### src/rtl/steq_pkg.sv
// shared types and constants of the time-ordered event queue
// used by steq_cell and stable_time_ordered_event_queue, no dependencies
package steq_pkg;

    localparam int QUEUE_DEPTH = 64;
    localparam int TIME_BITS   = 32;
    localparam int TAG_BITS    = 16;
    localparam int OP_BITS     = 2;
    localparam int STATUS_BITS = 2;
    localparam int COUNT_BITS  = $clog2(QUEUE_DEPTH + 1);

    localparam int S_FIELD_BITS = OP_BITS + TIME_BITS + TAG_BITS;
    localparam int S_DATA_BITS  = ((S_FIELD_BITS + 7) / 8) * 8;
    localparam int M_FIELD_BITS = STATUS_BITS + TIME_BITS + TAG_BITS + COUNT_BITS;
    localparam int M_DATA_BITS  = ((M_FIELD_BITS + 7) / 8) * 8;

    typedef enum logic [OP_BITS-1:0] {
        OP_INSERT = 2'd0,
        OP_POP    = 2'd1,
        OP_DELETE = 2'd2,
        OP_NONE   = 2'd3
    } op_t;

    typedef enum logic [STATUS_BITS-1:0] {
        ST_OK       = 2'd0,
        ST_EMPTY    = 2'd1,
        ST_FULL     = 2'd2,
        ST_NOTFOUND = 2'd3
    } status_t;

    typedef enum logic {
        S_IDLE = 1'b0,
        S_EXEC = 1'b1
    } state_t;

    // contents of one cell as seen by its neighbours
    typedef struct packed {
        logic                 valid;
        logic [TIME_BITS-1:0] time_key;
        logic [TAG_BITS-1:0]  event_tag;
    } cell_data_t;

    // command broadcast to every cell
    typedef struct packed {
        logic                 probe;      // evaluate flag for the incoming transfer
        op_t                  probe_op;
        logic [TIME_BITS-1:0] probe_time;
        logic [TAG_BITS-1:0]  probe_tag;
        logic                 ins_en;     // commit an insert
        logic                 rem_en;     // commit a pop or delete
        logic [TIME_BITS-1:0] new_time;
        logic [TAG_BITS-1:0]  new_tag;
    } cell_cmd_t;

endpackage

### src/rtl/steq_cell.sv
// one slot of the sorted chain: holds an entry and a registered compare flag
// depends on steq_pkg
module steq_cell
    import steq_pkg::*;
(
    input  logic       clk,
    input  logic       rst_n,
    input  cell_cmd_t  cmd,
    input  cell_data_t left_data,   // lower neighbour
    input  cell_data_t right_data,  // upper neighbour
    input  logic       sel,         // this cell moves
    input  logic       sel_left,    // lower neighbour moves too
    output cell_data_t data,
    output logic       flag
);

    logic                 valid_reg, valid_next;
    logic [TIME_BITS-1:0] time_reg, time_next;
    logic [TAG_BITS-1:0]  tag_reg, tag_next;
    logic                 flag_reg, flag_next;

    // insert: every slot holding a later time or empty; delete: tag match; pop: every slot
    always_comb
    begin
        case (cmd.probe_op)
            OP_INSERT: flag_next = !valid_reg || (time_reg > cmd.probe_time);
            OP_DELETE: flag_next = valid_reg && (tag_reg == cmd.probe_tag);
            OP_POP:    flag_next = 1'b1;
            default:   flag_next = 1'b0;
        endcase
    end

    always_comb
    begin
        valid_next = valid_reg;
        time_next  = time_reg;
        tag_next   = tag_reg;
        if (cmd.ins_en && sel)
        begin
            if (sel_left)
            begin
                valid_next = left_data.valid;
                time_next  = left_data.time_key;
                tag_next   = left_data.event_tag;
            end
            else
            begin
                valid_next = 1'b1;
                time_next  = cmd.new_time;
                tag_next   = cmd.new_tag;
            end
        end
        else if (cmd.rem_en && sel)
        begin
            valid_next = right_data.valid;
            time_next  = right_data.time_key;
            tag_next   = right_data.event_tag;
        end
    end

    always_ff @(posedge clk or negedge rst_n)
    begin
        if (!rst_n)
        begin
            valid_reg <= 1'b0;
            flag_reg  <= 1'b0;
        end
        else
        begin
            valid_reg <= valid_next;
            if (cmd.probe)
            begin
                flag_reg <= flag_next;
            end
        end
    end

    always_ff @(posedge clk)
    begin
        time_reg <= time_next;
        tag_reg  <= tag_next;
    end

    assign data.valid     = valid_reg;
    assign data.time_key  = time_reg;
    assign data.event_tag = tag_reg;
    assign flag           = flag_reg;

endmodule

### config.mk
export PLATFORM = sky130hd
export DESIGN_NAME = steq_cell
export DESIGN_NICKNAME = d
export VERILOG_FILES = /design/src/rtl/steq_pkg.sv /design/src/rtl/steq_cell.sv
export SDC_FILE = /design/constraint.sdc
export NUM_CORES = 1
export LEC_CHECK = 0
export ABC_CLOCK_PERIOD_IN_PS = 3700
export BUFFER_PORTS_ARGS = -buffer_cell sky130_fd_sc_hd__buf_4
export CORE_MARGIN = 5
export CORE_UTILIZATION = 35
export CTS_BUF_LIST = sky130_fd_sc_hd__clkbuf_8
export DETAILED_ROUTE_END_ITERATION = 8
export PLACE_DENSITY = 0.72
export SYNTH_ARGS = -nofsm -noshare
export SYNTH_HDL_FRONTEND = slang
export SYNTH_SLANG_ARGS = --single-unit
### constraint.sdc
create_clock -name clk -period 3.7 [get_ports clk]
set_input_delay 0.185 -clock clk [delete_from_list [all_inputs] [get_ports clk]]
set_output_delay 0.185 -clock clk [all_outputs]
set_load 0.01 [all_outputs]
; Word-level counts from Yosys, hierarchy flattened
; Cells that the tools add are included.
[totals]
regBits = 50
inputBits = 203
output_inout_bits = 50
wordCells = 25
[classes]
order_cmp = 1
eq_ne = 3
mux = 10
reduce_logical = 7
[ops]
columns = op, n
row1 = two-way mux 32 bit, 3
row2 = two-way mux 16 bit, 3
row3 = greater-than comparator 32 bit, 1
row4 = equality test 16 bit, 1
row5 = logical AND 1 bit, 3
row6 = two-way mux 1 bit, 3
row7 = one-hot mux 1 bit (3 select lines), 1
row8 = equality test 2 x 1 -> 1 bit (second input constant), 1
row9 = equality test 2 bit (second input constant), 1
row10 = logical NOT 2 bit, 1
row11 = nonzero test 2 bit, 1
row12 = logical NOT 1 bit, 1
row13 = logical OR 1 bit, 1

; Depth between registers and ports, before layout
[logic_depth]
depth_word = 3
ltp_mapped = 8
depth_no_buf = 8

; Least setup slack after synthesis
; No wires, ideal clock.
[synth_path]
path_type = register to register
from = register time_reg[17]
to = register flag_reg (netlist: flag)
setup_ns = 0.128
arrival_ns = 1.745
required_time_ns = 3.572
slack_ns = 1.827
stages_incl_launch_ff = 8
n_path_buf = 0
synth_period_minus_slack_ns = 1.873
path_cell_list = edfxtp_1 ha_1 a21oi_2 o21ai_1 a221o_1 a2111o_1 o21ai_2 a21boi_2
[synth_between]
elab_chain_cells = 3
[synth_rtl]
columns = item, line
row1 = start: declaration, steq_cell.sv:18  ; logic [TIME_BITS-1:0] time_reg, time_next;
row2 = start signal: assignment, steq_cell.sv:80  ; time_reg <= time_next;
row3 = greater-than comparator 32 bit, steq_cell.sv:26  ; OP_INSERT: flag_next = !valid_reg || (time_reg > cmd.probe_time);
row4 = logical OR 1 bit, steq_cell.sv:26
row5 = one-hot mux 1 bit (3 select lines), steq_cell.sv:25  ; case (cmd.probe_op)
row6 = end signal: assignment, steq_cell.sv:73  ; flag_reg <= flag_next;
row7 = end: declaration, steq_cell.sv:20  ; logic flag_reg, flag_next;
; Every way passes these cells.
; A chain may end at the register's enable or synchronous reset.

; Worst setup path after layout
; Same ends and word-level chain as after synthesis.

==> flow_summary_export.csv <==
group,metric,value,unit
yosys,synth_top_area_share,40.6,%
yosys,synth_edf_count,48,
power,ir_drop,134,uV
clock_tree,path_clk_slew,0.09,ns
sta,skew,0.00745,ns
yosys,synth.net_count,593,
detailed_routing,drc,0,
critical_path,crit_path_max_incr_delay,0.41,ns
finish,area_growth,58.6,%
finish,n_fill_cell,852,
finish,n_antenna_cell,0,
critical_path,rr_worst_depth,7,
sta,slew_viol_final,0,
yosys,synth_largest_area_cell,"edfxtp_1",
detailed_routing,wl_per_cell,15.8,um
global_route,grt_max_degree,99,
sta,setup_viol_count_final,0,
floorplan,die-area,12200,um2
finish,finalNonFillerCells,734,
clock_tree,worstSkewPairLatency,0.30,ns
critical_path,crit_path_start,"time_reg[17]$_DFFE_PP_",
critical_path,critPathMaxFanout,2,
power,powerDensity,283,nW/um2
sta,fin_crit,1.97,ns
floorplan,fp.dieW,111,um
critical_path,crit_type,"reg -> reg",
detailed_routing,drtPass1Iterations,4,
sta,fin_tns_setup,0,ns
clock_tree,cts_setup_buffers,0,
sta,worst_pin_slew,1.02,ns
critical_path,r2r_start,"time_reg[17]$_DFFE_PP_",
global_route,grt_pass1_wl,18300,um
placed_design,portBuffers,252,
detailed_routing,viasPerCell,4.74,
global_route,grt_overflow,0,
placed_design,dp_cells,725,
critical_path,end_kind,"flop",
min_path,hp-class,"in -> async",
clock_tree,numCtsBuffers,5,
sta,max_freq,508,MHz
yosys,synth_warnings,0,
critical_path,slowest_stage,"a2111o_1",
placed_design,pre_cts_ws,1.74,ns
clock_tree,cts_tree,"done",
global_route,grt_usage,18.0,%
detailed_routing,drtAntennaViolNets,0,
floorplan,die_h,111,um
finish,final_util,57.3,%
floorplan,initial_utilization,36.1,%
detailed_routing,wl,11600,um
placed_design,place_congestion,0.847,
yosys,syn_area,3550,um2
global_route,grt_pass1_vias,3747,
finish,nets,835,
yosys,async_flop_share,4.00,%
sta,final-hold-violation-count,0,
yosys,synth_area_leaders,"edfxtp_1 (41%), mux2i_1 (14%), ha_1 (11%)",
clock_tree,cts_max_path_buffers,2,
global_route,antenna_found_initial,0,
clock_tree,clkSinkCount,50,
yosys,yosysSeqAreaShare,42.0,%
placed_design,hpwl,9610,um
sta,setup_ws,1.73,ns
clock_tree,root_buffer,"clkbuf_8",
floorplan,placementRows,36,
critical_path,path_cells,"ha_1 > a21oi_2 > o21ai_1 > a221o_1 > a2111o_1 > o21ai_2 > a21boi_2",
sta,maxSlewHeadroom,31.6,%
flow_run,drv_cap,0,
yosys,ys_seq_elements,50,
floorplan,io_pins,253,
critical_path,r2r_slack,1.73,ns
critical_path,crit_required,3.89,ns
yosys,yosys.cell_types.count,36,
yosys,avgSynthCellArea,9.91,um2
detailed_routing,vias,3482,
yosys,synth_cells,358,
sta,rsz0062_at_grt,"false",
sta,period_share,53.2,%
power,total_power,1590,uW
run_status,status,"finished, final reports clean",
detailed_routing,first_iter_violations,111,
floorplan,core-area,9820,um2
power,p_leak,0.00276,uW
yosys,ys.flop_type,"edfxtp_1",
finish,drive_gt1_share,44.3,%
clock_tree,htreeDepth,2,
critical_path,r2r_end,"flag$_DFFE_PN0P_",
finish,largest_reg_flops,32,
critical_path,startpoint_type,"flop",
critical_path,cp_data_arrival_time,2.15,ns
==> cell families after synthesis <==
family	share of synthesized area (%)
DFF	42.0
AOI/OAI and AO/OA	12.3
muxes	13.5
buffers and inverters	5.89
and+or+nand+nor	10.9
adders and majority gates	11.3
xor gates and xnor gates	3.95
==> worst max-delay path by stage <==
| stage | endpoint | slack (ns) | cells past startpoint |
|---|---|---|---|
| floorplan | flag$_DFFE_PN0P_ | 1.83 | 7 |
| global placement | flag$_DFFE_PN0P_ | 1.82 | 7 |
| detailed placement | flag$_DFFE_PN0P_ | 1.74 | 7 |
| CTS | flag$_DFFE_PN0P_ | 1.73 | 7 |
| global route | flag$_DFFE_PN0P_ | 1.65 | 7 |
| finish | flag$_DFFE_PN0P_ | 1.73 | 7 |
==> layout by cell type, fill, tap and decap left out, types with 2 or more instances in the layout <==
master    synthesis  final
nand4_1           9      9
a21oi_2           2      2
o21ai_0           6      6
dfrtp_1           2      2
edfxtp_1         48     48
inv_1            33     33
nand3b_1          2      2
a31oi_1           2      2
nor2b_1           2      2
clkbuf_8          0      6
nand2_1           5      5
ha_1             32     32
buf_4             2    252
mux2i_1          48     48
nand3_1           6      6
xnor2_1          16     16
a21oi_1          57     57
a21o_1            2      2
nor4_1            2      2
nor2_1           51     51
==> repair_timing <==
item | CTS | global route
hold buffers | 1 | 0
endpoints found under the setup margin | 0 | 0
gates resized for setup | 0 | 0
endpoints found under the hold margin | 2 | 0
==> synth_stat cells, types with 2 or more instances <==
cell	count
dfrtp_1	2
nor4_1	2
buf_2	8
a21o_1	2
inv_1	33
a31oi_1	2
buf_4	2
nor2b_1	2
nand3_1	6
nor2_1	51
nand4_1	9
a21oi_2	2
a21oi_1	57
nand3b_1	2
edfxtp_1	48
clkbuf_1	8
o21ai_0	6
nand2_1	5
xnor2_1	16
mux2i_1	48
ha_1	32
==> metrics by stage <==
stage,hold WS [ns],instance area [um2]
2_1_floorplan,-0.111,3550
3_3_place_gp,-0.0273,5520
3_5_place_dp,-0.0253,5520
4_1_cts,0.193,5620
5_1_grt,0.210,5620
6_report,0.208,5620
==> routing by layer <==
| layer | vias up | part of all wire [%] | wire length [um] | global-route usage [%] |
|---|---|---|---|---|
| met4 | 0 | 1.2 | 141 | 3.61 |
| met5 | - | 0 | 0 | 0 |
| met3 | 10 | 8.2 | 957 | 5.46 |
| li1 | 1768 | - | - | - |
| met1 | 1549 | 37 | 4340 | 19.3 |
| met2 | 155 | 53 | 6170 | 34.6 |
==> worst max-delay path, delay by kind of cell (launching register included) <==
family                   cells  cell delay [ns]
flip-flops                   1             0.40
adder cells (fa/ha/maj)      1             0.32
AO/OA/AOI/OAI                6             1.15
==> area by class of cell <==
cell class / instances / area [um2] / share of cell area [%]
well taps: 133 / 166 / 2.96
repair buffers: 253 / 1900 / 33.8
clock buffers: 6 / 82.6 / 1.47
multi-input cells: 257 / 1850 / 32.9
flip-flops and latches: 50 / 1490 / 26.5
clock inverters: 2 / 8.76 / 0.156
inverters: 33 / 124 / 2.20
==> power breakdown <==
| group | switching, uW | internal (uW) |
|---|---|---|
| clock | 174 | 149 |
| sequential | 35.9 | 691 |
| combinational | 232 | 312 |
Note: power is estimated with default switching activity, not from simulation.
